### src/hw/rtl/adccal_pkg.sv
// Shared types and constants for the ADC calibration table unit.
// No dependencies; every other file of the block but adccal_ram imports this package.
`default_nettype none

package adccal_pkg;

    localparam int CODE_BITS   = 12;
    localparam int TABLE_DEPTH = 1 << CODE_BITS;
    localparam int ADDR_W      = CODE_BITS;
    localparam int CNT_W       = CODE_BITS + 1;
    localparam int ENTRY_W     = 16;
    localparam int SUM_W       = ENTRY_W + 1;
    localparam int STEP_W      = 12;
    localparam int GAIN_W      = 24;
    localparam int OFFSET_W    = 13;
    localparam int PROD_W      = STEP_W + GAIN_W;
    localparam int Q_FRAC      = 16;
    localparam int DIFF_W      = 24;
    localparam int CORR_W      = 17;
    localparam int CFG_IDX_W   = 2;
    localparam int CFG_DATA_W  = GAIN_W;

    typedef logic signed [ENTRY_W-1:0] entry_t;

    localparam entry_t SENTINEL = ENTRY_W'(-TABLE_DEPTH);
    localparam logic signed [DIFF_W-1:0] MIRROR_S = DIFF_W'(TABLE_DEPTH);
    localparam logic signed [DIFF_W-1:0] SAT_HI   = DIFF_W'((1 << (ENTRY_W - 1)) - 1);
    localparam logic signed [DIFF_W-1:0] SAT_LO   = DIFF_W'(-(1 << (ENTRY_W - 1)));
    localparam logic [GAIN_W-1:0]        GAIN_RESET = GAIN_W'(65536);

    typedef enum logic [1:0] {
        ACT_BEGIN   = 2'd0,
        ACT_SAMPLE  = 2'd1,
        ACT_FINISH  = 2'd2,
        ACT_CORRECT = 2'd3
    } action_t;

    typedef enum logic [CFG_IDX_W-1:0] {
        REG_GAIN   = 2'd0,
        REG_OFFSET = 2'd1,
        REG_INVERT = 2'd2
    } cfg_idx_t;

    typedef enum logic [2:0] {
        ST_INIT,
        ST_IDLE,
        ST_RD,
        ST_WR,
        ST_CLR,
        ST_FILL,
        ST_DONE
    } state_t;

    typedef struct packed {
        action_t           action;
        logic [STEP_W-1:0] sweep_step;
        logic [11:0]       adc_code;
    } in_word_t;

    typedef struct packed {
        logic signed [CORR_W-1:0] corrected_code;
        logic                     status;
        logic                     calibrated;
    } out_word_t;

    typedef struct packed {
        logic [GAIN_W-1:0]          gain_q16;
        logic signed [OFFSET_W-1:0] offset_step;
        logic                       invert;
    } cfg_t;

    typedef struct packed {
        entry_t                   sample_entry;
        logic signed [CORR_W-1:0] corr;
    } dp_res_t;

endpackage

`default_nettype wire

### src/hw/rtl/adccal_dp.sv
// Arithmetic of the calibration table: expected code, saturated difference,
// averaging with the stored entry, and the corrected reading. Uses adccal_pkg.
`default_nettype none

module adccal_dp (
    input  wire logic              aclk,
    input  wire adccal_pkg::cfg_t     cfg,
    input  wire adccal_pkg::in_word_t item,
    input  wire adccal_pkg::entry_t   old_entry,
    output adccal_pkg::dp_res_t       res
);

    import adccal_pkg::*;

    logic [PROD_W-1:0]        prod_reg;
    logic [PROD_W-1:0]        prod_next;
    logic signed [DIFF_W-1:0] expect_v;
    logic signed [DIFF_W-1:0] mirror_v;
    logic signed [DIFF_W-1:0] diff_v;
    logic signed [DIFF_W-1:0] corr_v;
    logic signed [DIFF_W-1:0] corr_m;
    logic signed [DIFF_W-1:0] corr_o;
    logic signed [SUM_W-1:0]  sum_v;
    logic signed [SUM_W-1:0]  half_v;
    entry_t                   diff_sat;

    // The product is registered during the table read; the rest follows in the next cycle.
    assign prod_next = PROD_W'(item.sweep_step) * PROD_W'(cfg.gain_q16);

    always_ff @(posedge aclk) begin
        prod_reg <= prod_next;
    end

    always_comb begin
        expect_v = $signed(DIFF_W'(prod_reg[PROD_W-1:Q_FRAC])) - DIFF_W'(cfg.offset_step);
        mirror_v = cfg.invert ? MIRROR_S - expect_v : expect_v;
        diff_v   = $signed(DIFF_W'(item.adc_code)) - mirror_v;
        if (diff_v > SAT_HI) begin
            diff_sat = SAT_HI[ENTRY_W-1:0];
        end else if (diff_v < SAT_LO) begin
            diff_sat = SAT_LO[ENTRY_W-1:0];
        end else begin
            diff_sat = diff_v[ENTRY_W-1:0];
        end

        // Adding one to a negative sum makes the halving round toward zero.
        sum_v  = SUM_W'(old_entry) + SUM_W'(diff_sat);
        half_v = sum_v + $signed(SUM_W'(sum_v[SUM_W-1]));

        res.sample_entry = (old_entry == SENTINEL) ? diff_sat : half_v[ENTRY_W:1];

        corr_v   = $signed(DIFF_W'(item.adc_code)) - DIFF_W'(old_entry);
        corr_m   = cfg.invert ? MIRROR_S - corr_v : corr_v;
        corr_o   = corr_m + DIFF_W'(cfg.offset_step);
        res.corr = corr_o[CORR_W-1:0];
    end

endmodule

`default_nettype wire

### config.mk
export PLATFORM = sky130hd
export DESIGN_NAME = adccal_dp
export DESIGN_NICKNAME = d
export VERILOG_FILES = /design/src/hw/rtl/adccal_pkg.sv /design/src/hw/rtl/adccal_dp.sv
export SDC_FILE = /design/constraint.sdc
export NUM_CORES = 1
export LEC_CHECK = 0
export BUFFER_PORTS_ARGS = -buffer_cell sky130_fd_sc_hd__buf_2
export CORE_MARGIN = 2
export CORE_UTILIZATION = 44
export CTS_CLUSTER_SIZE = 28
export DETAILED_ROUTE_END_ITERATION = 10
export GPL_ROUTABILITY_DRIVEN = 0
export PLACE_DENSITY = 0.68
export SLEW_MARGIN = 40
export SYNTH_ARGS = -nofsm -noshare
export SYNTH_HDL_FRONTEND = slang
export SYNTH_SLANG_ARGS = --single-unit
### constraint.sdc
create_clock -name aclk -period 15.93 [get_ports aclk]
set_input_delay 3.186 -clock aclk [delete_from_list [all_inputs] [get_ports aclk]]
set_output_delay 3.186 -clock aclk [all_outputs]
set_load 0.05 [all_outputs]
Yosys cells after proc, flatten, opt, wreduce, memory -nomap -nowiden
Cells that the tools add are included.
{"block": "word_totals", "out_inout_bits": 33, "reg_bits": 36, "word_cells": 18}
{"block": "classes", "n_addsub": 8, "n_eq_ne": 1, "order_cmp": 2, "mux": 5, "mul": 1}
{"operator": "$mux W16", "n": 3}
{"operator": "$mul A12 B24 Y36", "n": 1}
{"operator": "$gt A24 B16 Y1 const B", "n": 1}
{"operator": "$lt A24 B16 Y1 const B", "n": 1}
{"operator": "$mux W24", "n": 1}
{"operator": "$sub A13 B24 Y24", "n": 1}
{"operator": "$sub A14 B22 Y23 const A", "n": 1}
{"operator": "$sub A21 B13 Y22", "n": 1}
{"operator": "$add A16 B16 Y17", "n": 1}
{"operator": "$add A17 B13 Y17", "n": 1}
{"operator": "$add A17 B2 Y17", "n": 1}
{"operator": "$mux W17", "n": 1}
{"operator": "$sub A13 B16 Y17", "n": 1}
{"operator": "$sub A14 B17 Y17 const A", "n": 1}
{"operator": "$eq A16 B13 Y1 const B", "n": 1}

Longest topological paths before layout
{"block": "depth", "word_depth": 10, "mapped_depth": 41}

Worst setup path after synthesis
Ideal clock, no wire load.
{"block": "synth_path", "path_type": "input to output", "from": "input port cfg[1] (netlist name)", "to": "output port res[31] (netlist name)", "setup_slack_ps": 359, "arrival_time_ps": 12385, "required_time_ps": 12744, "stages": 37, "path_cell_list": "ha_1 -> inv_1 -> fa_1 -> a21o_1 -> and4_1 -> o32a_1 -> or4b_4 -> or2_2 -> o31ai_1 -> xnor2_1 -> ha_1 -> nand2_1 -> o21ai_0 -> nand2_1 -> o211ai_1 -> o311ai_2 -> or4_1 -> a21boi_0 -> o22ai_1 -> nand2_2 -> buf_6 -> a21oi_1 -> ha_1 -> fa_1 -> a21o_1 -> a21oi_1 -> o21bai_1 -> a21oi_1 -> o21bai_1 -> a31oi_1 -> a211oi_1 -> o22ai_1 -> nor4b_1 -> nand4_1 -> xor2_1 -> nor2_1 -> a311oi_1"}
{"element": "start: declaration", "line": "adccal_dp.sv:7", "source": "input wire adccal_pkg::cfg_t cfg,"}
{"element": "end: declaration", "line": "adccal_dp.sv:10", "source": "output adccal_pkg::dp_res_t res"}

==> flow_summary_export.csv <==
group,metric,value,unit
outcome,status,"completed",
clock_tree,clock-sinks,20,
sta,worst_pin_slew,0.752,ns
setup_path,required,12.74,ns
clock_tree,cts_tree,"yes",
sta,setup_viol,0,
sta,finalCriticalPeriod,15.32,ns
synthesis,synth_edf_count,0,
cells_and_area,drive_gt1_frac,0.0884,
route,drt_iter0_markers,821,
route,avgViaCountPerCell,5.52,
sta,fmax,0.0653,GHz
placed_design,hpwlAfterDp,30500,µm
global_route,grt_pass1_vias,12500,
clock_tree,path_clk_slew,0.06,ns
floorplan,initial_core_util,0.444,
setup_path,crit_fanout,6,
clock_tree,h-tree-depth,1,
floorplan,rows,66,
synthesis,ys_seq_area_frac,0.0279,
worst_hold_path,hp-class,"in2reg",
synthesis,synth_flop_cell,"dfxtp_1",
synthesis,synth_area,0.0144,mm²
cells_and_area,nNetsFinal,2299,
route,wirelength,36700,µm
global_route,grt.overflow.total,0,
synthesis,synth_cells,1791,
cells_and_area,syn2layout_area_growth,7.41,%
clock_tree,numCtsBuffers,3,
setup_path,critPathBufInv,4,
synthesis,synth_area_per_cell,8.02,µm²
synthesis,synth_cell_types,82,
route,dr.pass1.iters,5,
sta,slew_violations,0,
setup_path,worst_path_largest_cell_delay,0.60,ns
floorplan,coreArea,0.0324,mm²
route,ant_nets,0,
floorplan,die_h,185,µm
cells_and_area,design_area,0.0154,mm²
setup_path,crit_slowest_cell,"or4b_4",
global_route,track_usage,0.218,
floorplan,boundaryPins,114,
setup_path,worstSetupEndpointType,"output port",
placed_design,placed_area,0.0152,mm²
setup_path,crit_path_frequent_cell,"ha_1",
route,wl_per_cell,16.0,µm
synthesis,synth-seq-cells,20,
setup_path,cp.arrival,12.14,ns
floorplan,die-width,185,µm
synthesis,yosysWarnings,0,
sta,post-route-period-util,0.962,
sta,finalHoldViolCount,0,
setup_path,start_kind,"primary input",
route,vias,12600,
clock_tree,clk_path_buf_depth,2,
placed_design,port_buffers,111,
floorplan,dieArea,0.0341,mm²
global_route,grt_pass1_wl,60700,µm
job,cap_violations,0,
setup_path,crit_type,"in2out",
global_route,grt_max_degree,41,
sta,slew_headroom,0.495,
cells_and_area,mostFrequentLayoutCells,"nand2_1, inv_1, fa_1, ha_1, buf_2",
cells_and_area,largest_reg_flops,20,
cells_and_area,final_common_cell,"nand2_1",
route,drc,0,
cells_and_area,diodes,0,
global_route,antenna_found_initial,0,
synthesis,synthArstFlopShare,0,
clock_tree,cts_root_buf,"clkbuf_16",
setup_path,crit_family,"compound AO/OA/AOI/OAI gates",
synthesis,syn_nets,2246,
clock_tree,postCtsSetupBuffers,0,
-- per-layer routing --
layer  vias up  wire (µm)  global-route usage
met4         0        447              0.0387
li1       6016          -                   -
met1      6188      16700               0.302
met5         -          0                   0
met2       375      17500               0.382
met3        31       1960              0.0124
-- synth_stat cells (all sizes together) (6+ instances only) --
cell type | n | area, µm²
a211o | 8 | 70.1
a211oi | 14 | 115
a21boi | 10 | 75.1
a21o | 28 | 210
a21oi | 83 | 419
a311oi | 11 | 103
a31oi | 12 | 75.1
and2 | 102 | 638
and3 | 13 | 81.3
buf | 11 | 65.1
clkbuf | 63 | 236
dfxtp | 20 | 400
fa | 224 | 4480
ha | 150 | 1880
inv | 265 | 995
nand2 | 271 | 1020
nand2b | 7 | 43.8
nand3 | 24 | 120
nand4 | 8 | 50.1
nor2 | 66 | 248
nor2b | 9 | 56.3
nor3 | 33 | 170
nor3b | 6 | 45.0
nor4 | 18 | 113
o211ai | 19 | 143
o21a | 15 | 113
o21ai | 56 | 280
o21bai | 14 | 105
o311ai | 9 | 86.3
o41ai | 6 | 52.6
or2 | 11 | 68.8
or3 | 11 | 68.8
xnor2 | 92 | 806
xor2 | 30 | 263
-- cells by family after synthesis --
family / after synthesis / synth area share
buffers and inverters: 340 / 0.0905
adders and majority gates: 374 / 0.443
DFF: 20 / 0.0279
muxes: 6 / 0.00427
and+or+nand+nor: 600 / 0.203
xor gates and xnor gates: 122 / 0.0744
AOI/OAI and AO/OA: 329 / 0.157
-- stage by stage --
step                setup WS, ns  hold slack, ns  std cells   util  setup TNS [ns]
floorplan                  0.359            3.84       1791      -               0
global placement           0.363            4.18       2281  0.471               0
detailed placement         0.242            4.18       2281  0.471               0
CTS                        0.215            3.91       2285  0.474               0
global route             -0.0254            3.96       2285  0.476         -0.0254
finish                     0.608            3.90       2285  0.476               0
-- final timing paths --
kind	startpoint	to	slack, ns	cells after the start
setup / recovery	cfg[1]	res[26]	0.61	42
hold / removal	cfg[37]	prod_reg[35]	3.90	6
-- final cells by class --
type	instances	area [µm²]
Timing Repair Buffer	122	646
Sequential cell	20	400
Inverter	266	998
Tap cell	442	553
Clock buffer	3	75.1
Fill cell	3206	16900
Multi-Input combinational cell	1431	12700
Clock inverter	1	30.0
-- timing repair --
| action | CTS | global route |
|---|---|---|
| setup endpoints to repair | 0 | 6 |
| gates resized for setup | 0 | 13 |
| hold buffers | 0 | 0 |
Power is not shown: default switching activity piles up to over one toggle a cycle in this logic, so the estimate is an artifact.
