**config.mk**
```make
export PLATFORM = sky130hd
export DESIGN_NAME = adccal_ctrl
export DESIGN_NICKNAME = d
export VERILOG_FILES = /design/src/hw/rtl/adccal_pkg.sv /design/src/hw/rtl/adccal_ctrl.sv
export SDC_FILE = /design/constraint.sdc
export NUM_CORES = 1
export LEC_CHECK = 0
export BUFFER_PORTS_ARGS = -buffer_cell sky130_fd_sc_hd__buf_2
export CAP_MARGIN = 20
export CORE_ASPECT_RATIO = 0.7
export CORE_MARGIN = 3
export CORE_UTILIZATION = 45
export DETAILED_ROUTE_END_ITERATION = 8
export PLACE_DENSITY = 0.75
export SYNTH_ARGS = -nofsm -noshare
export SYNTH_HDL_FRONTEND = slang
export SYNTH_SLANG_ARGS = --single-unit
```
**constraint.sdc**
```tcl
create_clock -name aclk -period 2.14 [get_ports aclk]
set_input_delay 0.214 -clock aclk [delete_from_list [all_inputs] [get_ports aclk]]
set_output_delay 0.214 -clock aclk [all_outputs]
set_load 0.01 [all_outputs]
```
**src/hw/rtl/adccal_pkg.sv**
```systemverilog
// Shared types and constants for the ADC calibration table unit.
// No dependencies; every other file of the block but adccal_ram imports this package.
`default_nettype none

package adccal_pkg;

    localparam int CODE_BITS   = 12;
    localparam int TABLE_DEPTH = 1 << CODE_BITS;
    localparam int ADDR_W      = CODE_BITS;
    localparam int CNT_W       = CODE_BITS + 1;
    localparam int ENTRY_W     = 16;
    localparam int SUM_W       = ENTRY_W + 1;
    localparam int STEP_W      = 12;
    localparam int GAIN_W      = 24;
    localparam int OFFSET_W    = 13;
    localparam int PROD_W      = STEP_W + GAIN_W;
    localparam int Q_FRAC      = 16;
    localparam int DIFF_W      = 24;
    localparam int CORR_W      = 17;
    localparam int CFG_IDX_W   = 2;
    localparam int CFG_DATA_W  = GAIN_W;

    typedef logic signed [ENTRY_W-1:0] entry_t;

    localparam entry_t SENTINEL = ENTRY_W'(-TABLE_DEPTH);
    localparam logic signed [DIFF_W-1:0] MIRROR_S = DIFF_W'(TABLE_DEPTH);
    localparam logic signed [DIFF_W-1:0] SAT_HI   = DIFF_W'((1 << (ENTRY_W - 1)) - 1);
    localparam logic signed [DIFF_W-1:0] SAT_LO   = DIFF_W'(-(1 << (ENTRY_W - 1)));
    localparam logic [GAIN_W-1:0]        GAIN_RESET = GAIN_W'(65536);

    typedef enum logic [1:0] {
        ACT_BEGIN   = 2'd0,
        ACT_SAMPLE  = 2'd1,
        ACT_FINISH  = 2'd2,
        ACT_CORRECT = 2'd3
    } action_t;

    typedef enum logic [CFG_IDX_W-1:0] {
        REG_GAIN   = 2'd0,
        REG_OFFSET = 2'd1,
        REG_INVERT = 2'd2
    } cfg_idx_t;

    typedef enum logic [2:0] {
        ST_INIT,
        ST_IDLE,
        ST_RD,
        ST_WR,
        ST_CLR,
        ST_FILL,
        ST_DONE
    } state_t;

    typedef struct packed {
        action_t           action;
        logic [STEP_W-1:0] sweep_step;
        logic [11:0]       adc_code;
    } in_word_t;

    typedef struct packed {
        logic signed [CORR_W-1:0] corrected_code;
        logic                     status;
        logic                     calibrated;
    } out_word_t;

    typedef struct packed {
        logic [GAIN_W-1:0]          gain_q16;
        logic signed [OFFSET_W-1:0] offset_step;
        logic                       invert;
    } cfg_t;

    typedef struct packed {
        entry_t                   sample_entry;
        logic signed [CORR_W-1:0] corr;
    } dp_res_t;

endpackage

`default_nettype wire

```
**src/hw/rtl/adccal_ctrl.sv**
```systemverilog
// Sequencer of the calibration table: handshakes, table sweeps, flags and
// the output register. Uses adccal_pkg; drives the table RAM ports.
`default_nettype none

module adccal_ctrl (
    input  wire logic                    aclk,
    input  wire logic                    aresetn,
    input  wire logic                    s_valid,
    output logic                         s_ready,
    input  wire adccal_pkg::in_word_t    s_word,
    output logic                         m_valid,
    input  wire logic                    m_ready,
    output adccal_pkg::out_word_t        m_word,
    output adccal_pkg::in_word_t         item,
    input  wire adccal_pkg::dp_res_t     dp_res,
    output logic                         ram_we,
    output logic [adccal_pkg::ADDR_W-1:0] ram_waddr,
    output adccal_pkg::entry_t           ram_wdata,
    output logic [adccal_pkg::ADDR_W-1:0] ram_raddr,
    input  wire adccal_pkg::entry_t      ram_rdata
);

    import adccal_pkg::*;

    state_t                   state_reg;
    state_t                   state_next;
    state_t                   dispatch;
    logic [CNT_W-1:0]         cnt_reg;
    in_word_t                 item_reg;
    logic                     have_samples_reg;
    logic                     calib_reg;
    entry_t                   prev_reg;
    entry_t                   fill_val;
    logic signed [CORR_W-1:0] res_corr_reg;
    logic                     res_status_reg;
    logic                     m_valid_reg;
    out_word_t                m_word_reg;
    logic                     out_free;
    logic                     accept;
    logic                     out_load;
    logic                     sweep_last;
    logic                     fill_end;
    logic signed [CORR_W-1:0] corr_now;

    assign out_free   = !m_valid_reg || m_ready;
    assign accept     = s_valid && s_ready;
    assign sweep_last = (cnt_reg == CNT_W'(TABLE_DEPTH - 1));
    assign fill_end   = (cnt_reg == CNT_W'(TABLE_DEPTH));
    assign fill_val   = (ram_rdata == SENTINEL) ? prev_reg : ram_rdata;
    assign corr_now   = (item_reg.action == ACT_CORRECT) ? dp_res.corr : '0;

    always_comb begin
        case (s_word.action)
            ACT_BEGIN:  dispatch = ST_CLR;
            ACT_FINISH: dispatch = have_samples_reg ? ST_FILL : ST_DONE;
            default:    dispatch = ST_RD;
        endcase
    end

    always_comb begin
        state_next = state_reg;
        case (state_reg)
            ST_INIT: begin
                if (sweep_last) state_next = ST_IDLE;
            end
            ST_IDLE: begin
                if (accept) state_next = dispatch;
            end
            ST_RD: begin
                state_next = ST_WR;
            end
            ST_WR, ST_DONE: begin
                if (out_free) begin
                    state_next = accept ? dispatch : ST_IDLE;
                end else begin
                    state_next = ST_DONE;
                end
            end
            ST_CLR: begin
                if (sweep_last) state_next = ST_DONE;
            end
            ST_FILL: begin
                if (fill_end) state_next = ST_DONE;
            end
            default: state_next = ST_INIT;
        endcase
    end

    always_comb begin
        s_ready   = 1'b0;
        out_load  = 1'b0;
        ram_we    = 1'b0;
        ram_waddr = item_reg.adc_code[ADDR_W-1:0];
        ram_wdata = dp_res.sample_entry;
        ram_raddr = item_reg.adc_code[ADDR_W-1:0];
        case (state_reg)
            ST_INIT: begin
                ram_we    = 1'b1;
                ram_waddr = cnt_reg[ADDR_W-1:0];
                ram_wdata = '0;
            end
            ST_IDLE: begin
                s_ready = 1'b1;
            end
            ST_WR: begin
                s_ready  = out_free;
                out_load = out_free;
                ram_we   = (item_reg.action == ACT_SAMPLE);
            end
            ST_DONE: begin
                s_ready  = out_free;
                out_load = out_free;
            end
            ST_CLR: begin
                ram_we    = 1'b1;
                ram_waddr = cnt_reg[ADDR_W-1:0];
                ram_wdata = SENTINEL;
            end
            ST_FILL: begin
                ram_we    = (cnt_reg != '0);
                ram_waddr = ADDR_W'(cnt_reg - CNT_W'(1));
                ram_wdata = fill_val;
                ram_raddr = cnt_reg[ADDR_W-1:0];
            end
            default: begin
            end
        endcase
    end

    always_ff @(posedge aclk) begin
        if (!aresetn) begin
            state_reg        <= ST_INIT;
            cnt_reg          <= '0;
            have_samples_reg <= 1'b0;
            calib_reg        <= 1'b0;
            m_valid_reg      <= 1'b0;
        end else begin
            state_reg <= state_next;
            if (accept) begin
                cnt_reg <= '0;
            end else if (state_reg == ST_INIT || state_reg == ST_CLR
                         || state_reg == ST_FILL) begin
                cnt_reg <= cnt_reg + CNT_W'(1);
            end
            if (accept && s_word.action == ACT_BEGIN) begin
                have_samples_reg <= 1'b0;
            end else if (accept && s_word.action == ACT_SAMPLE) begin
                have_samples_reg <= 1'b1;
            end
            if (state_reg == ST_FILL && fill_end) begin
                calib_reg <= 1'b1;
            end
            if (out_load) begin
                m_valid_reg <= 1'b1;
            end else if (m_ready) begin
                m_valid_reg <= 1'b0;
            end
        end
    end

    always_ff @(posedge aclk) begin
        if (accept) begin
            item_reg       <= s_word;
            prev_reg       <= '0;
            res_corr_reg   <= '0;
            res_status_reg <= (s_word.action == ACT_FINISH) && !have_samples_reg;
        end else begin
            if (state_reg == ST_FILL && cnt_reg != '0) begin
                prev_reg <= fill_val;
            end
            if (state_reg == ST_WR) begin
                res_corr_reg <= corr_now;
            end
        end
        if (out_load) begin
            if (state_reg == ST_WR) begin
                m_word_reg.corrected_code <= corr_now;
                m_word_reg.status         <= 1'b0;
            end else begin
                m_word_reg.corrected_code <= res_corr_reg;
                m_word_reg.status         <= res_status_reg;
            end
            m_word_reg.calibrated <= calib_reg;
        end
    end

    assign item    = item_reg;
    assign m_valid = m_valid_reg;
    assign m_word  = m_word_reg;

endmodule

`default_nettype wire

```
---- Word-level counts from Yosys, hierarchy flattened ----
Index checks and enable logic that the tools add are counted.
storage, ports and cells
  register bits ........................... 98
  word-level logic and storage cells ...... 74
operators by class
  add/sub/neg operators ................... 2
  eq/ne operators ......................... 17
  multiplexer cells ....................... 20
  bitwise gates (word level) .............. 1
  reduce and logical (&&, ||, !) cells .... 20
operators by type and width
  cell                   number
  $pmux 16 s3            1
  $pmux 12 s2            1
  $mux 18                1
  $mux 3                 6
  $pmux 3 s6             1
  $mux 17                1
  $eq 16x13->1 const B   1
  $mux 16                1
  $add 13x1->13 const B  1
  $eq 13x12->1 const B   1
  $eq 13x13->1 const B   1
  $reduce_bool 13->1     1
  $mux 12                1
  $sub 12x1->12 const B  1
  $eq 3x3->1 const B     3
  $ne 2x2->1 const B     4
  $reduce_or 2->1        4
  $eq 3x2->1 const B     2
  $logic_and 1x1->1      6
  $pmux 3 s2             1
  $eq 2x1->1 const B     2
  $eq 2x2->1 const B     2
  $reduce_and 4->1       1
  $eq 3x1->1 const B     1
  other kinds (10)       15

---- Logic depth before layout (Yosys ltp) ----
Gate-level depths: netlist (run 1).
  depth after elaboration ................. 7
  gate-level depth with buffers ........... 8

---- Least setup slack after synthesis (run 1) ----
Ideal clock, no wire load.
  path kind ............................... flip-flop to flip-flop
  start ................................... register state_reg[0]
  end ..................................... register m_word_reg, in the netlist m_word[0], enable pin
  arrival ................................. 1.689 ns
  data required time ...................... 1.745 ns
  path slack .............................. 0.056 ns
  stages on the path, launching flop included .. 5
  cell sequence ........................... dfxtp_1 buf_4 xor2_1 nand2_1 nor2_1
on the way
  longest elaborated chain between the ends .. 3
  elaborated cells on any way between the ends .. 4
  classes of those cells .................. eq/ne: 2; mux: 1; reduce/logical: 1
ends and longest elaborated chain
  what                                             line                source
  start: declaration                               adccal_ctrl.sv:25   state_t state_reg;
  start signal: assignment                         adccal_ctrl.sv:138  state_reg <= state_next;
  $eq 3x2->1 / $eq 3x3->1 (equally long branches)  adccal_ctrl.sv:96   case (state_reg)
  $reduce_or 2->1 (no source line) *               n/a
  $mux 1 *                                         adccal_ctrl.sv:96
  via out_load                                     adccal_ctrl.sv:40   logic out_load;
  end: declaration                                 adccal_ctrl.sv:37   out_word_t m_word_reg;
The timed path passes the listed nets; every way through them passes the cells marked *.
A chain may end at the register's enable or synchronous reset.

---- Worst setup path in the final report (run 1) ----
  start ................................... register cnt_reg[1]
  end ..................................... output port ram_waddr[9] in the netlist's numbering
on the way
  longest elaborated chain between the ends .. 2
ends and longest elaborated chain
  what                      line                source
  start: declaration        adccal_ctrl.sv:28   logic [CNT_W-1:0] cnt_reg;
  start signal: assignment  adccal_ctrl.sv:143  cnt_reg <= cnt_reg + CNT_W'(1);
  $sub 12x1->12             adccal_ctrl.sv:121  ram_waddr = ADDR_W'(cnt_reg - CNT_W'(1));
  $pmux 12 s2               adccal_ctrl.sv:96
  end: declaration          adccal_ctrl.sv:17   output logic [adccal_pkg::ADDR_W-1:0] ram_waddr,
No other way between the ends.

==> results of run 1 <==
[metrics by stage]
step | hold slack, ps | utilization [%] | std cells | setup WS [ps] | power [mW]
finish | 43.4 | 60.5 | 787 | -109 | 4.00
global route | 28.2 | 60.5 | 787 | -159 | 4.16
CTS | 31.3 | 60.2 | 787 | -118 | 4.04
detailed placement | 392 | 56.8 | 769 | 79.5 | 2.49
global placement | 390 | 56.8 | 769 | 194 | 2.47
floorplan | 313 | - | 487 | 56.1 | 2.34
[placed cells by master (no fill, tap or decap), types with 3 or more instances in the layout]
master,count
nor3_1,6
nand4_1,5
and2_1,20
dfxtp_2,3
a221o_1,3
dfxtp_1,47
xor2_1,6
xnor2_1,7
o21ai_0,47
o221a_2,5
nor4_1,4
nor2b_1,3
nand2_1,115
clkbuf_16,9
o211ai_1,5
nor4b_1,3
buf_2,166
edfxtp_1,46
inv_1,10
buf_4,20
and3_1,4
a21oi_1,23
nand3_1,9
nor2_1,27
a32o_1,12
[logic make-up (layout without fill, tap and decap cells)]
logic type | count (synthesis) | in the layout | share of synthesized area [%]
xor+xnor | 13 | 13 | 2.49
buf+inv | 45 | 217 | 4.60
fa+ha+maj | 3 | 3 | 0.822
flops | 98 | 98 | 53.0
compound gates | 114 | 114 | 16.8
simple gates | 214 | 214 | 22.2
[what timing repair did]
item                       4_1_cts  5_1_grt
pin swaps                        1        1
buffers inserted                 2        0
resized for setup               12       12
setup endpoints to repair        8       25
[routing by layer]
layer	track usage (%)	up-vias
met2	31.2	213
li1	-	2062
met4	7.14	2
met3	7.21	23
met5	0	-
met1	29.5	1992
[final timing paths]
path | from | to | slack [ps]
worst max-delay path | cnt_reg[1]$_SDFFE_PP0N_ | ram_waddr[9] | -110
worst min-delay path | s_word[3] | item[3]$_DFFE_PP_ | 40
worst max register to register | cnt_reg[1]$_SDFFE_PP0N_ | prev_reg[8]$_SDFFE_PP0P_ | 180
worst min register to register | calib_reg$_SDFFE_PN0P_ | m_word[0]$_DFFE_PP_ | 440
[critical path: cells and delay by family, from the launching register on]
family | cells | cell delay, ps
flip-flops | 1 | 360
AO/OA/AOI/OAI | 2 | 350
AND/OR/NAND/NOR | 2 | 850
buffers and inverters | 1 | 140
[power by group]
group | switching, mW | internal (mW) | leakage, nW | total, mW
registers | 0.0439 | 2.08 | 0.841 | 2.12
clock network | 0.708 | 0.832 | 0.139 | 1.54
logic | 0.160 | 0.179 | 1.63 | 0.338
total | 0.912 | 3.09 | 2.61 | 4.00
[area by class of cell]
type                    instances  area [µm²]  area share, %
clock buffers                  10         239           4.03
well taps                     128         160           2.70
inverters                      11        41.3          0.696
flip-flops and latches         98        2430           41.0
multi-input cells             344        1970           33.2
repair buffers                190        1040           17.5
clock inverters                 6        48.8          0.823
==> out/metrics.yaml, run 1 <==
drt:
  wirelength_um: 12400
  vias_per_cell: 5.45
  wl_met1_um: 5420
  highest_layer: "met5"
  wl_met3_um: 1310
  met2_wirelength_um: 5480
  drtAntennaViolNets: 0
  vias: 4292
  drc: 0
  wl_per_cell_um: 15.8
  firstDrtPassIters: 5
  drt_iter0_markers: 446
sta:
  tns_ps: -129
  period_share_pct: 105
  slew_headroom_pct: 56.8
  setup_slack_ps: -109
  finalCriticalPeriod_ps: 2250
  setup_viol: 3
  rsz0062_at_grt: "yes"
  tightest_slew_ps: 648
  finalHoldViolCount: 0
  fin_worst_skew_ps: 8.50
  drv_slew: 0
  fmax_mhz: 445
clock_network:
  cts_buffer_depth: 2
  cts_buffers: 9
  root_buffer: "clkbuf_16"
  clk_latency_ps: 340
  htree_levels: 3
  clkSinkCount: 98
  cts_tree: "built"
  ctsHoldBuffers: 0
  clkTransAtPathRegs_ps: 70
critical_path:
  critPathMaxFanout: 4
  critPathMaxStageDelay_ps: 550
  criticalPathCategory: "reg -> out"
  path_cells: "or4_4 -> and3b_2 -> o21ai_2 -> a221o_1 -> buf_2"
  cp_data_required_time_ps: 1930
  ff2ff_path_depth: 7
  cpMaxStageDelayCell: "or4_4"
  cp-start-kind: "flop"
  cp.arrival_ps: 2030
  endpoint_kind: "primary output"
placement:
  globalplace.congestion: 0.925
  hpwl_um: 9310
  portBuffers: 166
  dpl-instance-area_um2: 5570
global_route:
  grt_first_pass_wirelength_um: 19700
  grt_pass1_vias: 3974
  overflow: 0
  grt_max_degree: 36
  track_usage_pct: 21.3
  antenna_found_initial: 1
logic_synthesis:
  yosysWarnings: 0
  synth_edf_count: 46
  yosys_register_bits: 98
  syn_area_per_cell_um2: 9.38
  yosys-top-cells-area: "edfxtp_1 30%, dfxtp_1 23%, nand2_1 9.5%"
  yosysMostFrequentCell: "nand2_1"
  ys_types: 54
  seq_area_frac_synth_pct: 53.0
  synthCells: 487
  yosysTopAreaCellShare_pct: 30.2
  synthesis.nets: 569
  netlist_top_cells_count: "115 x nand2_1, 52 x dfxtp_1, 49 x o21ai_0, 46 x edfxtp_1, 27 x nor2_1"
  synthArstFlopShare_pct: 0
  synth_ff_type: "dfxtp_1"
  syn_area_um2: 4570
  yosysTopAreaCell: "edfxtp_1"
floorplan:
  core_area_um2: 9800
  start_util_pct: 46.6
  die_w_um: 126
  die_h_um: 90.3
  io-pin-count: 167
  fp-row-count: 30
  die_area_um2: 11400
job:
  max-cap-violations: 0
finish:
  largest_register_ffs: 26
  area_growth_pct: 29.8
  fill_cells: 841
  n_antenna_cell: 0
  drive_gt1_share_pct: 35.1
  layout.nets: 736
  finalInstanceArea_um2: 5930
worst_hold_path:
  hold_class: "in -> reg"
  min_path_cells: 1
pwr:
  p_leak_nw: 2.61
  power_density_nw_per_um2: 675
  irDropWorstVdd_mv: 0.510
run_status:
  outcome: "finished, violations left"
  violations: "setup timing"
(Power assumes the default switching activity.)
==> run 2: changes to the inputs <==
==> config.mk (replaced) <==
export PLATFORM = sky130hd
export DESIGN_NAME = adccal_ctrl
export DESIGN_NICKNAME = d
export VERILOG_FILES = /design/src/hw/rtl/adccal_pkg.sv /design/src/hw/rtl/adccal_ctrl.sv
export SDC_FILE = /design/constraint.sdc
export NUM_CORES = 1
export LEC_CHECK = 0
export CAP_MARGIN = 20
export CORE_ASPECT_RATIO = 0.7
export CORE_MARGIN = 3
export CORE_UTILIZATION = 40
export DETAILED_ROUTE_END_ITERATION = 8
export DONT_BUFFER_PORTS = 1
export GPL_ROUTABILITY_DRIVEN = 0
export PLACE_DENSITY = 0.54
export SYNTH_ARGS = -nofsm -noshare
export SYNTH_HDL_FRONTEND = slang
export SYNTH_SLANG_ARGS = --single-unit
==> out/metrics.yaml, run 2 (synthesis results as in run 1) <==
finish:
  layout_commonest_cell: "nand2_1"
  layout_common_cells: "115 x nand2_1, 47 x o21ai_0, 46 x dfxtp_1, 46 x edfxtp_1, 38 x dlygate4sd3_1"
  n_antenna_cell: 0  # unchanged
  fill_cells: 1003  # +19%
  area_growth_pct: 21.6
  largest_register_ffs: 26  # unchanged
  layout.nets: 618  # -16%
  drive_gt1_share_pct: 14.4  # -21 points
  seqCellArea_um2: 2430  # about the same
  multi_input_area_um2: 1980  # +0.38%
  finalInstanceArea_um2: 5550  # -6.4%
  fin_util_pct: 51.7  # -8.8 points
global_route:
  gr-usage-met2_pct: 29.1  # -2.1 points
  track_usage_pct: 19.4  # -1.9 points
  overflow: 0  # unchanged
  grt_max_degree: 35  # -2.8%
  grt_pass1_vias: 3613  # -9.1%
  grt_util_met1_pct: 26.3  # -3.3 points
  grt_first_pass_wirelength_um: 19400  # -1.6%
  antenna_found_initial: 0  # -1
  busiest_layer: "met2"
  met3_usage_pct: 7.44  # +0.23 points
floorplan:
  die_w_um: 134  # +5.8%
  io-pin-count: 167  # unchanged
  core_area_um2: 10700  # +9.7%
  start_util_pct: 42.5  # -4.1 points
  fp-row-count: 31  # +3.3%
  die_area_um2: 12800  # +12%
  die_h_um: 95.4  # +5.7%
placement:
  portBuffers: 0  # -100%
  dpl-instance-area_um2: 4830  # -13%
  hpwl_um: 9050  # -2.9%
sta:
  fin_worst_skew_ps: 4.38  # -4.12 ps
  drv_slew: 0  # unchanged
  slew_headroom_pct: 59.5  # +2.7 points
  period_share_pct: 101  # -4.4 points
  setup_viol: 1  # -2
  setup_slack_ps: -14.4  # +94.6 ps
  fmax_mhz: 464  # +4.4%
  rsz0062_at_grt: "yes"
  finalCriticalPeriod_ps: 2150  # -94.6 ps
  tightest_slew_ps: 607  # -40.7 ps
  finalHoldViolCount: 0  # unchanged
drt:
  drt_iter0_markers: 301  # -33%
  vias: 3834  # -11%
  vias_per_cell: 5.56  # +2.0%
  wirelength_um: 12600  # +0.97%
  drtAntennaViolNets: 0  # unchanged
  firstDrtPassIters: 5  # unchanged
  wl_per_cell_um: 18.2  # +15%
  drc: 0  # unchanged
clock_network:
  htree_levels: 3  # unchanged
  cts_tree: "built"
  clk_latency_ps: 330  # about the same
  cts_buffer_depth: 2  # unchanged
  clkSinkCount: 98  # unchanged
  root_buffer: "clkbuf_16"
  cts_buffers: 9  # unchanged
  clkTransAtPathRegs_ps: 70  # about the same
worst_hold_path:
  hold_class: "in -> reg"
  min_path_cells: 1  # unchanged
job:
  max-cap-violations: 0  # unchanged
critical_path:
  cp_data_required_time_ps: 1930  # about the same
  ff2ff_path_depth: 7  # unchanged
  cp-start-kind: "flop"
  criticalPathCategory: "reg -> out"
  critPathMaxFanout: 4  # unchanged
  endpoint: "ram_waddr[9]"
  cp.arrival_ps: 1940  # -90 ps
  endpoint_kind: "primary output"
  regToRegStartpoint: "cnt_reg[1]$_SDFFE_PP0N_"
  crit_path_start: "cnt_reg[1]$_SDFFE_PP0N_"
  reg2reg_slack_ps: 180  # about the same
  reg2reg_to: "prev_reg[11]$_SDFFE_PP0P_"
pwr:
  irDropWorstVdd_mv: 0.383  # -25%
  p_leak_nw: 2.07  # -21%
  power_density_nw_per_um2: 707  # +4.8%
run_status:
  outcome: "finished, violations left"
  violations: "setup timing"
[run 2: cell types whose count changed in the layout (fill, tap and decap cells not counted), sizes merged]
cell / change
clkinv: -2
clkbuf: +1
buf: -156
clkinvlp: +1
dlygate4sd3: +38
[run 2: layout make-up]
class | count | area share (%)
repair buffers | 72 | 11.7
flip-flops and latches | 98 | 43.8
clock inverters | 5 | 0.676
multi-input cells | 344 | 35.6
clock buffers | 11 | 4.19
well taps | 148 | 3.33
inverters | 11 | 0.744
[run 2: power by group]
part	switching [mW]	internal, mW
combinational	0.139	0.179
sequential	0.0435	2.08
clock	0.690	0.796
[run 2: worst max-delay path, cell delays in order (launching register included)]
cell and delay (ps):
dfxtp_4 350, or4_4 520, and3b_2 320, o21ai_2 60, a221o_1 360
[run 2: per-stage QoR]
| step | hold WS [ps] | setup TNS (ps) | std cells | setup slack, ps | total power, mW |
|---|---|---|---|---|---|
| 3_5_place_dp | 313 | 0 | 632 | 98.4 | 2.40 |
| 5_1_grt | 15.4 | -199 | 689 | -79.5 | 4.09 |
| 4_1_cts | 7.16 | -127 | 689 | -47.8 | 3.96 |
| 2_1_floorplan | 313 | 0 | 487 | 56.1 | 2.34 |
| 6_report | 21.5 | -14.4 | 689 | -14.4 | 3.93 |
| 3_3_place_gp | 313 | 0 | 632 | 106 | 2.39 |
[run 2: how the worst min path moves through the flow]
stage / start / slack, ps / end
floorplan: s_word[0] / 310 / item[0]$_DFFE_PP_
global placement: s_word[16] / 310 / item[16]$_DFFE_PP_
detailed placement: s_word[22] / 310 / item[22]$_DFFE_PP_
CTS: ram_rdata[11] / 7 / prev_reg[11]$_SDFFE_PP0P_
global route: ram_rdata[11] / 20 / prev_reg[11]$_SDFFE_PP0P_
finish: ram_rdata[11] / 20 / prev_reg[11]$_SDFFE_PP0P_
[run 2: what timing repair did]
action | 4_1_cts | 5_1_grt
hold buffers | 38 | 0
setup endpoints to repair | 9 | 10
gates resized for setup | 9 | 13
buffers inserted | 3 | 0
pin swaps | 2 | 4
hold endpoints to repair | 38 | 0
[run 2: layer usage]
metal,wire (µm),share of wire (%)
met5,0,0
met4,157,1.2
met3,1350,11
met2,5520,44
met1,5540,44
==> run 3: changes to the inputs <==
--- a/config.mk
+++ b/config.mk
@@ -8,11 +8,11 @@
 export CAP_MARGIN = 20
 export CORE_ASPECT_RATIO = 0.7
 export CORE_MARGIN = 3
-export CORE_UTILIZATION = 40
+export CORE_UTILIZATION = 41
 export DETAILED_ROUTE_END_ITERATION = 8
 export DONT_BUFFER_PORTS = 1
 export GPL_ROUTABILITY_DRIVEN = 0
-export PLACE_DENSITY = 0.54
+export PLACE_DENSITY = 0.55
 export SYNTH_ARGS = -nofsm -noshare
 export SYNTH_HDL_FRONTEND = slang
 export SYNTH_SLANG_ARGS = --single-unit
==> out/metrics.yaml, run 3 (synthesis results as in run 1) <==
floorplan:
  fp-row-count: 31  # unchanged
  start_util_pct: 43.1  # +0.62 points
  die_h_um: 94.3  # -1.2%
  core_area_um2: 10600  # -1.4%
  die_area_um2: 12500  # -2.3%
  die_w_um: 132  # -1.2%
  io-pin-count: 167  # unchanged
clock_network:
  clk_latency_ps: 340  # about the same
  cts_tree: "built"
  clkTransAtPathRegs_ps: 70  # about the same
  cts_buffer_depth: 2  # unchanged
  htree_levels: 3  # unchanged
  cts_buffers: 9  # unchanged
  root_buffer: "clkbuf_16"
  clkSinkCount: 98  # unchanged
global_route:
  grt_max_degree: 35  # unchanged
  grt_first_pass_wirelength_um: 19700  # +1.7%
  antenna_found_initial: 0  # unchanged
  track_usage_pct: 20.2  # +0.86 points
  grt_pass1_vias: 3608  # -0.14%
  overflow: 0  # unchanged
sta:
  setup_slack_ps: -40.2  # -25.8 ps
  tightest_slew_ps: 599  # -8.36 ps
  fin_worst_skew_ps: 6.30  # +1.92 ps
  slew_headroom_pct: 60.1  # +0.56 points
  fmax_mhz: 459  # -1.2%
  rsz0062_at_grt: "yes"
  drv_slew: 0  # unchanged
  finalHoldViolCount: 0  # unchanged
  finalCriticalPeriod_ps: 2180  # +25.8 ps
  setup_viol: 1  # unchanged
  period_share_pct: 102  # +1.2 points
drt:
  drt_iter0_markers: 386  # +28%
  vias: 3881  # +1.2%
  wl_per_cell_um: 18.4  # +0.94%
  wirelength_um: 12800  # +2.1%
  firstDrtPassIters: 6  # +1
  vias_per_cell: 5.57  # about the same
  drc: 0  # unchanged
  drtAntennaViolNets: 0  # unchanged
critical_path:
  endpoint_kind: "primary output"
  criticalPathCategory: "reg -> out"
  cp-start-kind: "flop"
  critPathMaxFanout: 4  # unchanged
  cp.arrival_ps: 1970  # +30 ps
  cp_data_required_time_ps: 1930  # about the same
finish:
  fill_cells: 937  # -6.6%
  multi_input_area_um2: 2000  # +1.4%
  layout_commonest_cell: "nand2_1"
  layout.nets: 626  # +1.3%
  finalInstanceArea_um2: 5690  # +2.5%
  area_growth_pct: 24.6
  largest_register_ffs: 26  # unchanged
  n_antenna_cell: 0  # unchanged
  layout_common_cells: "115 x nand2_1, 46 x o21ai_0, 46 x edfxtp_1"
  drive_gt1_share_pct: 16.8  # +2.3 points
  seqCellArea_um2: 2440  # +0.15%
  finalNonFillerCells: 697  # +1.2%
job:
  max-cap-violations: 0  # unchanged
placement:
  dpl-instance-area_um2: 4830  # -0.10%
  post-place-ws_ps: 114  # +15.4 ps
  hpwl_um: 9010  # -0.42%
  portBuffers: 0  # unchanged
  dpl.cell_count: 633  # +0.16%
run_status:
  outcome: "finished, violations left"
  violations: "setup timing"
pwr:
  power_density_nw_per_um2: 740  # +4.7%
  irDropWorstVdd_mv: 0.484  # +26%
  p_leak_nw: 2.19  # +5.7%
  power.total_mw: 4.21  # +7.3%
worst_hold_path:
  hold_class: "in -> reg"
-- run 3: changes by cell type in the layout (fill, tap and decap cells not counted), moves of 2 or more --
| cell | previous run | this run |
|---|---|---|
| buf_4 | 33 | 41 |
| nor4_1 | 5 | 3 |
| bufinv_16 | 0 | 2 |
| clkbuf_1 | 2 | 0 |
| o21ai_1 | 1 | 3 |
-- run 3: worst paths after layout --
path	cells past startpoint	slack, ps	end	from
setup reg to reg	6	210	prev_reg[11]$_SDFFE_PP0P_	state_reg[1]$_SDFFE_PN0P_
setup / recovery	4	-40	ram_waddr[9]	cnt_reg[0]$_SDFFE_PP0N_
hold / removal	2	10	state_reg[0]$_SDFFE_PN0P_	aresetn
hold reg to reg	0	440	m_word[0]$_DFFE_PP_	calib_reg$_SDFFE_PN0P_
-- run 3: layout make-up --
class | instances | area share, %
Inverter | 11 | 0.725
Sequential cell | 98 | 42.8
Clock inverter | 7 | 1.78
Multi-Input combinational cell | 344 | 35.2
Timing Repair Buffer | 80 | 12.3
Tap cell | 148 | 3.25
Clock buffer | 9 | 3.96
-- run 3: power by group --
| part | switching [mW] | internal [mW] |
|---|---|---|
| combinational | 0.140 | 0.186 |
| sequential | 0.0441 | 2.08 |
| clock | 0.727 | 1.04 |
-- run 3: metal layers --
metal | GRT usage (%) | part of all wire, %
met4 | 6.82 | 1.4
met1 | 28.2 | 45
met2 | 28.9 | 43
met3 | 7.60 | 10
met5 | 0 | 0
-- run 3: repair_timing --
item                       CTS  global route
hold endpoints to repair    38             0
setup endpoints to repair    7            22
gates resized for setup     10            19
pin swaps                    0             6
hold buffers                38             0
setup buffers                5             5
-- run 3: metrics by stage --
| stage | TNS [ps] | hold slack (ps) | utilization, % |
|---|---|---|---|
| after floorplan | 0 | 313 | - |
| after global placement | 0 | 313 | 45.6 |
| after detailed placement | 0 | 313 | 45.6 |
| after CTS | -44.0 | 2.48 | 52.9 |
| after global routing | -158 | 10.5 | 53.8 |
| final | -40.2 | 14.4 | 53.8 |
-- run 3: critical path, cell delays in order, from the launching register on --
cell and delay, ps:
dfxtp_2 340, or4_4 560, and3b_2 320, o21ai_2 60, a221o_1 350
